### src/rtl/cfs_pkg.sv
// ----------------------------------------------------------------------------
// cfs_pkg: shared types and codes of the credit flow switch port scheduler
// Holds the input and result beat formats, command codes, and the command
// bundle that the controller hands to the datapath.
// ----------------------------------------------------------------------------
`default_nettype none

package cfs_pkg;

    localparam logic [1:0] CMD_ARRIVE = 2'd0;
    localparam logic [1:0] CMD_CREDIT = 2'd1;
    localparam logic [1:0] CMD_PERIOD = 2'd2;
    localparam logic [1:0] CMD_SEND   = 2'd3;

    localparam logic KIND_CREDIT = 1'b0;
    localparam logic KIND_PACKET = 1'b1;

    localparam logic [3:0] EXIT_SIZE_RESET = 4'd8;
    localparam logic [3:0] CREDIT_MAX      = 4'd15;

    typedef struct packed {
        logic [1:0]  command;
        logic [3:0]  port;
        logic [31:0] payload_id;
        logic [9:0]  source_node;
        logic [9:0]  dest_node;
        logic [3:0]  out_port;
    } item_t;

    typedef struct packed {
        logic        kind;
        logic [3:0]  emit_port;
        logic [31:0] out_payload;
        logic [9:0]  out_source;
        logic [9:0]  out_dest;
        logic        last;
    } result_t;

    typedef struct packed {
        logic [31:0] payload;
        logic [9:0]  src;
        logic [9:0]  dst;
        logic [3:0]  route;
    } entry_t;

    typedef struct packed {
        logic [31:0] payload;
        logic [9:0]  src;
        logic [9:0]  dst;
    } exit_t;

    typedef struct packed {
        logic       arrive;
        logic       credit;
        logic       tick_start;
        logic       rd_entry;
        logic       cmp;
        logic       move;
        logic       rd_exit;
        logic       send;
        logic       flush;
        logic [3:0] in_idx;
        logic [3:0] out_idx;
    } ctrl_cmd_t;

endpackage

`default_nettype wire

### src/rtl/cfs_ctrl.sv
// ----------------------------------------------------------------------------
// cfs_ctrl: scheduler sequencer
// Walks output ports and entry FIFO heads for period ticks, and output ports
// for send ticks, issuing one datapath command per cycle.
// ----------------------------------------------------------------------------
`default_nettype none

module cfs_ctrl #(
    parameter int PORTS = 4
) (
    input  wire logic                 clk,
    input  wire logic                 rst_n,
    input  wire logic                 start,
    input  wire logic [1:0]           command,
    output logic                      busy,
    output cfs_pkg::ctrl_cmd_t        cmd
);

    localparam int PW = $clog2(PORTS);
    localparam logic [PW-1:0] LAST_IDX = PW'(PORTS - 1);

    localparam logic [2:0] ST_IDLE  = 3'd0;
    localparam logic [2:0] ST_P_RD  = 3'd1;
    localparam logic [2:0] ST_P_CMP = 3'd2;
    localparam logic [2:0] ST_P_MOV = 3'd3;
    localparam logic [2:0] ST_S_RD  = 3'd4;
    localparam logic [2:0] ST_S_EM  = 3'd5;
    localparam logic [2:0] ST_FLUSH = 3'd6;

    logic [2:0]    state_reg, state_next;
    logic [PW-1:0] in_idx_reg, in_idx_next;
    logic [PW-1:0] out_idx_reg, out_idx_next;
    logic          acc;

    assign busy = (state_reg != ST_IDLE);
    assign acc  = start && !busy;

    always_comb
    begin
        state_next   = state_reg;
        in_idx_next  = in_idx_reg;
        out_idx_next = out_idx_reg;
        unique case (state_reg)
            ST_IDLE:
            begin
                if (acc && command == cfs_pkg::CMD_PERIOD)
                begin
                    state_next   = ST_P_RD;
                    in_idx_next  = '0;
                    out_idx_next = '0;
                end
                else if (acc && command == cfs_pkg::CMD_SEND)
                begin
                    state_next   = ST_S_RD;
                    out_idx_next = '0;
                end
            end
            ST_P_RD:
                state_next = ST_P_CMP;
            ST_P_CMP:
            begin
                if (in_idx_reg == LAST_IDX)
                    state_next = ST_P_MOV;
                else
                begin
                    in_idx_next = in_idx_reg + 1'b1;
                    state_next  = ST_P_RD;
                end
            end
            ST_P_MOV:
            begin
                in_idx_next = '0;
                if (out_idx_reg == LAST_IDX)
                    state_next = ST_FLUSH;
                else
                begin
                    out_idx_next = out_idx_reg + 1'b1;
                    state_next   = ST_P_RD;
                end
            end
            ST_S_RD:
                state_next = ST_S_EM;
            ST_S_EM:
            begin
                if (out_idx_reg == LAST_IDX)
                    state_next = ST_FLUSH;
                else
                begin
                    out_idx_next = out_idx_reg + 1'b1;
                    state_next   = ST_S_RD;
                end
            end
            ST_FLUSH:
                state_next = ST_IDLE;
            default:
                state_next = ST_IDLE;
        endcase
    end

    always_ff @(posedge clk or negedge rst_n)
    begin
        if (!rst_n)
        begin
            state_reg   <= ST_IDLE;
            in_idx_reg  <= '0;
            out_idx_reg <= '0;
        end
        else
        begin
            state_reg   <= state_next;
            in_idx_reg  <= in_idx_next;
            out_idx_reg <= out_idx_next;
        end
    end

    always_comb
    begin
        cmd            = '0;
        cmd.arrive     = acc && command == cfs_pkg::CMD_ARRIVE;
        cmd.credit     = acc && command == cfs_pkg::CMD_CREDIT;
        cmd.tick_start = acc && command == cfs_pkg::CMD_PERIOD;
        cmd.rd_entry   = (state_reg == ST_P_RD);
        cmd.cmp        = (state_reg == ST_P_CMP);
        cmd.move       = (state_reg == ST_P_MOV);
        cmd.rd_exit    = (state_reg == ST_S_RD);
        cmd.send       = (state_reg == ST_S_EM);
        cmd.flush      = (state_reg == ST_FLUSH);
        cmd.in_idx     = 4'(in_idx_reg);
        cmd.out_idx    = 4'(out_idx_reg);
    end

endmodule

`default_nettype wire

### src/rtl/cfs_dpath.sv
// ----------------------------------------------------------------------------
// cfs_dpath: FIFO storage, counters, arbitration and result staging
// Entry and exit FIFOs live in two memories; per-port counts, read pointers
// and credits are registers. One result is held back so that last can be set.
// ----------------------------------------------------------------------------
`default_nettype none

module cfs_dpath #(
    parameter int PORTS       = 4,
    parameter int QUEUE_DEPTH = 8
) (
    input  wire logic                 clk,
    input  wire logic                 rst_n,
    input  wire cfs_pkg::ctrl_cmd_t   cmd,
    input  wire cfs_pkg::item_t       item,
    input  wire logic                 cfg_we,
    input  wire logic [3:0]           cfg_wdata,
    output logic                      result_valid,
    output cfs_pkg::result_t          result
);

    localparam int PW      = $clog2(PORTS);
    localparam int SW      = $clog2(QUEUE_DEPTH);
    localparam int CW      = $clog2(QUEUE_DEPTH + 1);
    localparam int ENTRIES = PORTS * QUEUE_DEPTH;
    localparam int MAW     = $clog2(ENTRIES);

    cfs_pkg::entry_t entry_mem [ENTRIES];
    cfs_pkg::exit_t  exit_mem  [ENTRIES];

    logic [CW-1:0] ecnt_reg [PORTS];
    logic [SW-1:0] eptr_reg [PORTS];
    logic [CW-1:0] xcnt_reg [PORTS];
    logic [SW-1:0] xptr_reg [PORTS];
    logic [3:0]    credit_reg [PORTS];
    logic [3:0]    size_reg;

    cfs_pkg::entry_t erd_reg;
    cfs_pkg::exit_t  xrd_reg;

    logic          best_found_reg;
    logic [PW-1:0] best_idx_reg;
    logic [31:0]   best_pay_reg;
    logic [9:0]    best_src_reg;
    logic [9:0]    best_dst_reg;

    logic             pend_valid_reg;
    cfs_pkg::result_t pend_reg;
    logic             out_valid_reg;
    cfs_pkg::result_t out_reg;

    logic [PW-1:0] in_i, out_o, a_idx, c_idx;
    logic          a_ok, c_ok;
    logic [CW:0]   a_sum;
    logic [SW-1:0] a_slot;
    logic [7:0]    cap;
    logic          take, can_move, can_send;
    logic          new_valid;
    cfs_pkg::result_t new_res;
    cfs_pkg::result_t flush_res;

    function automatic logic [MAW-1:0] maddr(input logic [PW-1:0] p, input logic [SW-1:0] s);
        maddr = MAW'(p) * MAW'(QUEUE_DEPTH) + MAW'(s);
    endfunction

    function automatic logic [SW-1:0] wrap_inc(input logic [SW-1:0] s);
        wrap_inc = (s == SW'(QUEUE_DEPTH - 1)) ? '0 : s + 1'b1;
    endfunction

    assign in_i  = cmd.in_idx[PW-1:0];
    assign out_o = cmd.out_idx[PW-1:0];
    assign a_idx = item.port[PW-1:0];
    assign c_idx = item.port[PW-1:0];
    assign a_ok  = (5'(item.port) < 5'(PORTS)) && (5'(item.out_port) < 5'(PORTS))
                   && (ecnt_reg[a_idx] < CW'(QUEUE_DEPTH));
    assign c_ok  = (5'(item.port) < 5'(PORTS));

    // The append slot wraps at most once, so one compare and subtract will do.
    assign a_sum  = (CW+1)'(eptr_reg[a_idx]) + (CW+1)'(ecnt_reg[a_idx]);
    assign a_slot = (a_sum >= (CW+1)'(QUEUE_DEPTH)) ? SW'(a_sum - (CW+1)'(QUEUE_DEPTH))
                                                     : SW'(a_sum);

    logic [CW:0]   x_sum;
    logic [SW-1:0] x_slot;
    assign x_sum  = (CW+1)'(xptr_reg[out_o]) + (CW+1)'(xcnt_reg[out_o]);
    assign x_slot = (x_sum >= (CW+1)'(QUEUE_DEPTH)) ? SW'(x_sum - (CW+1)'(QUEUE_DEPTH))
                                                     : SW'(x_sum);

    assign cap = (8'(size_reg) < 8'(QUEUE_DEPTH)) ? 8'(size_reg) : 8'(QUEUE_DEPTH);

    assign take = cmd.cmp && (ecnt_reg[in_i] != '0) && (erd_reg.route == 4'(out_o))
                  && (!best_found_reg || erd_reg.payload < best_pay_reg);
    assign can_move = cmd.move && best_found_reg && (8'(xcnt_reg[out_o]) < cap);
    assign can_send = cmd.send && (credit_reg[out_o] != 4'd0) && (xcnt_reg[out_o] != '0);

    always_ff @(posedge clk)
    begin
        if (cmd.arrive && a_ok)
            entry_mem[maddr(a_idx, a_slot)] <= '{payload: item.payload_id,
                                                 src: item.source_node,
                                                 dst: item.dest_node,
                                                 route: item.out_port};
        if (cmd.rd_entry)
            erd_reg <= entry_mem[maddr(in_i, eptr_reg[in_i])];
    end

    always_ff @(posedge clk)
    begin
        if (can_move)
            exit_mem[maddr(out_o, x_slot)] <= '{payload: best_pay_reg,
                                                src: best_src_reg,
                                                dst: best_dst_reg};
        if (cmd.rd_exit)
            xrd_reg <= exit_mem[maddr(out_o, xptr_reg[out_o])];
    end

    always_ff @(posedge clk)
    begin
        if (take)
        begin
            best_idx_reg <= in_i;
            best_pay_reg <= erd_reg.payload;
            best_src_reg <= erd_reg.src;
            best_dst_reg <= erd_reg.dst;
        end
    end

    always_ff @(posedge clk or negedge rst_n)
    begin
        if (!rst_n)
        begin
            size_reg       <= cfs_pkg::EXIT_SIZE_RESET;
            best_found_reg <= 1'b0;
            for (int k = 0; k < PORTS; k++)
            begin
                ecnt_reg[k]   <= '0;
                eptr_reg[k]   <= '0;
                xcnt_reg[k]   <= '0;
                xptr_reg[k]   <= '0;
                credit_reg[k] <= cfs_pkg::EXIT_SIZE_RESET;
            end
        end
        else
        begin
            if (cfg_we)
            begin
                size_reg <= cfg_wdata;
                for (int k = 0; k < PORTS; k++)
                    credit_reg[k] <= cfg_wdata;
            end
            else if (cmd.credit && c_ok && credit_reg[c_idx] != cfs_pkg::CREDIT_MAX)
                credit_reg[c_idx] <= credit_reg[c_idx] + 4'd1;
            else if (can_send)
                credit_reg[out_o] <= credit_reg[out_o] - 4'd1;

            if (cmd.arrive && a_ok)
                ecnt_reg[a_idx] <= ecnt_reg[a_idx] + 1'b1;

            if (cmd.tick_start || cmd.move)
                best_found_reg <= 1'b0;
            else if (take)
                best_found_reg <= 1'b1;

            if (can_move)
            begin
                ecnt_reg[best_idx_reg] <= ecnt_reg[best_idx_reg] - 1'b1;
                eptr_reg[best_idx_reg] <= wrap_inc(eptr_reg[best_idx_reg]);
                xcnt_reg[out_o]        <= xcnt_reg[out_o] + 1'b1;
            end

            if (can_send)
            begin
                xcnt_reg[out_o] <= xcnt_reg[out_o] - 1'b1;
                xptr_reg[out_o] <= wrap_inc(xptr_reg[out_o]);
            end
        end
    end

    always_comb
    begin
        new_valid = can_move || can_send;
        new_res   = '0;
        if (can_move)
        begin
            new_res.kind      = cfs_pkg::KIND_CREDIT;
            new_res.emit_port = 4'(best_idx_reg);
        end
        else
        begin
            new_res.kind        = cfs_pkg::KIND_PACKET;
            new_res.emit_port   = 4'(out_o);
            new_res.out_payload = xrd_reg.payload;
            new_res.out_source  = xrd_reg.src;
            new_res.out_dest    = xrd_reg.dst;
        end
    end

    always_comb
    begin
        flush_res      = pend_reg;
        flush_res.last = 1'b1;
    end

    // A result is held back until the next result or the flush, so that the tick's final beat can carry last.
    always_ff @(posedge clk or negedge rst_n)
    begin
        if (!rst_n)
        begin
            pend_valid_reg <= 1'b0;
            out_valid_reg  <= 1'b0;
        end
        else
        begin
            out_valid_reg <= 1'b0;
            if (new_valid)
            begin
                if (pend_valid_reg)
                    out_valid_reg <= 1'b1;
                pend_valid_reg <= 1'b1;
            end
            else if (cmd.flush && pend_valid_reg)
            begin
                out_valid_reg  <= 1'b1;
                pend_valid_reg <= 1'b0;
            end
        end
    end

    always_ff @(posedge clk)
    begin
        if (new_valid)
        begin
            pend_reg <= new_res;
            out_reg  <= pend_reg;
        end
        else if (cmd.flush)
            out_reg <= flush_res;
    end

    assign result_valid = out_valid_reg;
    assign result       = out_reg;

endmodule

`default_nettype wire

### src/rtl/credit_flow_switch_port_scheduler_core.sv
// ----------------------------------------------------------------------------
// credit_flow_switch_port_scheduler_core: input-queued switch scheduler
// Entry FIFOs per input, exit FIFOs and credits per output, with a sequencer
// that arbitrates on period ticks and sends on send ticks.
// ----------------------------------------------------------------------------
// An arrival or credit beat is applied when it is accepted and never raises
// busy. A period tick walks, for every output port, each input's entry FIFO
// head through the single read port of the entry memory, a read and then a
// compare per head, and then moves the winner. A send tick reads the exit
// memory once per output port. Results leave with result_valid and cannot be
// held off; the last beat of a tick comes out in the first cycle that busy is
// low. Arrival and credit beats never produce results.
`default_nettype none

module credit_flow_switch_port_scheduler_core #(
    parameter int PORTS       = 4,
    parameter int QUEUE_DEPTH = 8
) (
    input  wire logic                 clk,
    input  wire logic                 rst_n,
    input  wire logic                 start,
    output logic                      busy,
    input  wire cfs_pkg::item_t       item,
    input  wire logic                 cfg_we,
    input  wire logic [3:0]           cfg_wdata,
    output logic                      result_valid,
    output cfs_pkg::result_t          result
);

    cfs_pkg::ctrl_cmd_t cmd;

    cfs_ctrl #(
        .PORTS (PORTS)
    ) u_ctrl (
        .clk     (clk),
        .rst_n   (rst_n),
        .start   (start),
        .command (item.command),
        .busy    (busy),
        .cmd     (cmd)
    );

    cfs_dpath #(
        .PORTS       (PORTS),
        .QUEUE_DEPTH (QUEUE_DEPTH)
    ) u_dpath (
        .clk          (clk),
        .rst_n        (rst_n),
        .cmd          (cmd),
        .item         (item),
        .cfg_we       (cfg_we),
        .cfg_wdata    (cfg_wdata),
        .result_valid (result_valid),
        .result       (result)
    );

    a_no_result_when_quiet: assert property (@(posedge clk) disable iff (!rst_n)
        (!busy && $past(!busy)) |-> !result_valid)
        else $error("result beat while the scheduler was idle");

    a_last_ends_tick: assert property (@(posedge clk) disable iff (!rst_n)
        (result_valid && result.last) |=> !result_valid)
        else $error("result beat after the last beat of a tick");

    a_emit_port_range: assert property (@(posedge clk) disable iff (!rst_n)
        result_valid |-> (5'(result.emit_port) < 5'(PORTS)))
        else $error("result on a port that does not exist");

    a_tick_goes_busy: assert property (@(posedge clk) disable iff (!rst_n)
        (start && !busy && (item.command == cfs_pkg::CMD_PERIOD
                            || item.command == cfs_pkg::CMD_SEND)) |=> busy)
        else $error("tick accepted without entering the scan");

endmodule

`default_nettype wire

### config.mk
export PLATFORM = sky130hd
export DESIGN_NAME = credit_flow_switch_port_scheduler_core
export DESIGN_NICKNAME = d
export VERILOG_FILES = /design/src/rtl/cfs_pkg.sv /design/src/rtl/cfs_ctrl.sv /design/src/rtl/cfs_dpath.sv /design/src/rtl/credit_flow_switch_port_scheduler_core.sv
export SDC_FILE = /design/constraint.sdc
export NUM_CORES = 2
export LEC_CHECK = 0
export BUFFER_PORTS_ARGS = -buffer_cell sky130_fd_sc_hd__buf_2
export CORE_MARGIN = 4
export CORE_UTILIZATION = 60
export DETAILED_ROUTE_END_ITERATION = 6
export GPL_TIMING_DRIVEN = 0
export PLACE_DENSITY = 0.76
export REMOVE_ABC_BUFFERS = 1
export SYNTH_ARGS = -nofsm -noshare
export SYNTH_HDL_FRONTEND = slang
export SYNTH_SLANG_ARGS = --single-unit
### constraint.sdc
create_clock -name clk -period 9.2 [get_ports clk]
set_clock_uncertainty 0.05 [all_clocks]
set_input_delay 0.92 -clock clk [delete_from_list [all_inputs] [get_ports clk]]
set_output_delay 0.92 -clock clk [all_outputs]
set_load 0.01 [all_outputs]
==> results.json <==
{
  "wl_per_cell_microns": 30.1,
  "crit_buf_inv": 14,
  "initialDrtViolationCount": 13387,
  "n_fill_cell": 14505,
  "hold_slack_ps": 148,
  "rr_worst_depth": 20,
  "slew_headroom_pct": 17.0,
  "cts.clk_slew.worst_paths_ps": 60,
  "yosysSeqAreaShare_pct": 77.0,
  "cts.sinks": 3815,
  "instances_no_fill": 13617,
  "final_layout_size_suffix_gt1_share_pct": 12.2,
  "cp-start-kind": "flip-flop",
  "antenna_found_initial": 39,
  "min-delay-start": "cfg_wdata[0]",
  "setup_violations": 0,
  "synth-seq-cells": 3815,
  "irDropWorstVdd_uv": 248,
  "worstMarginPinSlew_ps": 1220,
  "worst_path_max_delay_cell": "dfrtp_1",
  "fp.dieArea_sq_um": 255000,
  "syn_to_final_growth_pct": 15.2,
  "cts_buffers": 378,
  "endpoint_kind": "flip-flop",
  "r2r_slack_ps": 610,
  "viasPerCell": 6.77,
  "fin_nets": 10216,
  "dieHeight_microns": 505,
  "synthesis.area_sq_um": 148000,
  "crit_family": "buffers and inverters",
  "top_regs": "u_dpath.entry_mem: 1792 flops, u_dpath.exit_mem: 1664 flops",
  "fmax_mhz": 116,
  "cts_root_buf": "clkbuf_16",
  "outcome": "completed",
  "drc": 0,
  "drv_slew": 0,
  "placed_cells": 12931,
  "clk_latency_ps": 970,
  "largest_reg_flops": 1792,
  "routed_wl_microns": 410000,
  "drv_cap": 0,
  "max_stage_delay_ps": 1110,
  "rows": 182,
  "grt_overflow_total": 0,
  "whs_path_depth": 3,
  "stdcell_area_sq_um": 171000,
  "synth_edf_count": 3729,
  "cts_tree": "yes",
  "cp.depth": 20,
  "fin_setup_tns_ps": 0,
  "ys_types": 70,
  "min_to": "u_dpath.size_reg[0]",
  "hold_viol": 0,
  "grt_pass1_wl_microns": 589000,
  "fin_crit_sh_pct": 93.4,
  "pre_cts_ws_ps": 501,
  "cts_htree_levels": 5,
  "crit_fanout": 161,
  "yosysWarnings": 0,
  "required_ps": 9790,
  "powerDensity_nw_per_um2": 245,
  "seqCellArea_sq_um": 114000,
  "rsz0062_at_grt": "no",
  "grtUsageTotal_pct": 31.4,
  "dp_hpwl_microns": 250000,
  "drtAntennaViolNets": 0,
  "regMostFlops": "u_dpath.entry_mem",
  "syn_inst": 9819,
  "path_cells": "mux2_4, mux2i_4, buf_16, buf_16, buf_16, buf_16, buf_12, buf_16, inv_8, buf_16, buf_16, xor2_1, xnor2_2, nand3_1, nor3_2, buf_4, buf_6, buf_8, buf_6, buf_6",
  "vias": 92120,
  "start_util_pct": 60.3,
  "synth.avg_cell_area_sq_um": 15.1,
  "grt_pass1_vias": 91251,
  "die_w_microns": 505,
  "ys_async_sr_fraction_pct": 2.25,
  "coreArea_sq_um": 246000,
  "ios": 130,
  "reg2reg_to": "u_dpath.exit_mem[8][13]",
  "firstDrtPassIters": 7,
  "place_congestion": 0.818,
  "rr_startpoint": "u_ctrl.out_idx_reg[1]",
  "cts_buffer_depth": 4,
  "utilization_pct": 69.4,
  "multi_input_area_sq_um": 32100,
  "grt_max_degree": 171,
  "p_total_mw": 41.9,
  "cpMostUsedCell": "buf_16",
  "crit_type": "flip-flop to flip-flop",
  "post_dp_cell_area_sq_um": 159000,
  "min_period_ps": 8590,
  "synth_ff_type": "edfxtp_1",
  "cellLeakagePower_nw": 55.6,
  "port_buffers": 127,
  "hp-class": "input pin to flip-flop",
  "worstPathArrival_ps": 9180,
  "final_critical_path_setup_slack_ps": 607
}
[what timing repair did]
action / CTS / global route
resized for setup: 0 / 1
endpoints found under the hold margin: 16 / 0
hold buffers: 1 / 0
buffers inserted: 0 / 0
endpoints found under the setup margin: 0 / 8
[worst max path at each step]
stage	endpoint	from	slack (ps)
3_5_place_dp	u_dpath.exit_mem[8][6]	u_ctrl.out_idx_reg[0]	500
6_report	u_dpath.exit_mem[8][13]	u_ctrl.out_idx_reg[1]	610
4_1_cts	u_dpath.exit_mem[8][13]	u_ctrl.out_idx_reg[0]	420
5_1_grt	u_dpath.exit_mem[8][18]	u_ctrl.out_idx_reg[1]	370
3_3_place_gp	u_dpath.exit_mem[24][11]	u_ctrl.out_idx_reg[1]	-64690
2_1_floorplan	u_dpath.exit_mem[0][0]	u_ctrl.out_idx_reg[1]	-24440
[cell families (layout without fill, tap and decap cells)]
| kind of cell | Yosys count | count (layout) | share of synthesized area (%) |
|---|---|---|---|
| buf+inv | 689 | 1246 | 1.87 |
| simple gates | 3319 | 3319 | 9.85 |
| mux | 431 | 431 | 3.67 |
| xor+xnor | 18 | 18 | 0.106 |
| other cells | 1 | 22 | 0.00253 |
| compound gates | 1492 | 1492 | 7.05 |
| flops | 3815 | 3815 | 77.0 |
| fa+ha+maj | 54 | 54 | 0.466 |
[cell type report]
cell class / instances / area share, %
flip-flops and latches: 3815 / 66.8
clock inverters: 212 / 1.12
well taps: 3220 / 2.36
diodes: 20 / 0.0293
clock buffers: 453 / 5.78
multi-input cells: 5316 / 18.8
repair buffers: 529 / 4.94
inverters: 52 / 0.120
[cell usage after synthesis (4+ instances only)]
| cell type | number | area share (%) |
|---|---|---|
| buf_2 | 84 | 0.28 |
| o31ai_1 | 11 | 0.056 |
| nor2b_1 | 168 | 0.71 |
| xnor2_1 | 12 | 0.071 |
| nor2_1 | 83 | 0.21 |
| nor3_1 | 91 | 0.31 |
| mux2_2 | 29 | 0.22 |
| a311oi_1 | 218 | 1.3 |
| buf_1 | 63 | 0.16 |
| edfxtp_1 | 3729 | 76 |
| nand4_1 | 166 | 0.70 |
| and2_0 | 72 | 0.30 |
| buf_4 | 8 | 0.041 |
| ha_1 | 52 | 0.44 |
| a22o_1 | 7 | 0.041 |
| a21oi_1 | 254 | 0.86 |
| dfstp_2 | 5 | 0.089 |
| or3_1 | 4 | 0.017 |
| o211ai_1 | 55 | 0.28 |
| nor3b_1 | 10 | 0.051 |
| a211oi_1 | 330 | 1.7 |
| dfrtp_1 | 81 | 1.4 |
| mux4_2 | 85 | 1.3 |
| inv_1 | 49 | 0.12 |
| nand2_1 | 2212 | 5.6 |
| a32oi_1 | 57 | 0.34 |
| a221oi_4 | 4 | 0.071 |
| o21ai_0 | 133 | 0.45 |
| buf_6 | 7 | 0.053 |
| xor2_1 | 6 | 0.035 |
| nand3_1 | 286 | 0.97 |
| a31oi_1 | 286 | 1.2 |
| and3_1 | 4 | 0.017 |
| nor4_1 | 62 | 0.26 |
| mux2i_1 | 312 | 2.1 |
| and2_1 | 140 | 0.59 |
| a221oi_1 | 109 | 0.64 |
| a21o_1 | 13 | 0.066 |
| nand2b_1 | 8 | 0.034 |
| clkbuf_1 | 475 | 1.2 |
[tightest hold or removal path: cells and delay by family]
family,cells,cell delay [ps]
AO/OA/AOI/OAI,1,50
buffers and inverters,1,100
AND/OR/NAND/NOR,1,50
[layout by cell type, fill, tap and decap left out, drive strengths merged, types with 52 or more instances in the layout]
cell type,n
a21oi,255
nand2,2212
nand4,166
ha,52
clkbuf,453
dfrtp,81
o211ai,55
nor3,91
nor2b,168
a211oi,330
and2,212
clkinv,160
nand3,286
mux2i,313
a311oi,218
o21ai,133
buf,528
a32oi,57
edfxtp,3729
a31oi,286
a221oi,113
inv,55
mux4,85
nor2,83
nor4,63
[report_power, final]
part | internal (mW) | switching (mW) | total [mW]
clock network | 8.59 | 6.34 | 14.9
logic | 2.08 | 4.81 | 6.89
registers | 19.7 | 0.338 | 20.0
total | 30.4 | 11.5 | 41.9
[per-layer routing]
metal	part of all wire (%)	global-route usage, %	vias to the layer above
met4	6.5	17.5	28
met1	33	37.9	45322
met2	49	52.5	6885
li1	-	-	38125
met5	0.046	0	-
met3	11	6.99	1760
Power figures use the tool's default switching activity.
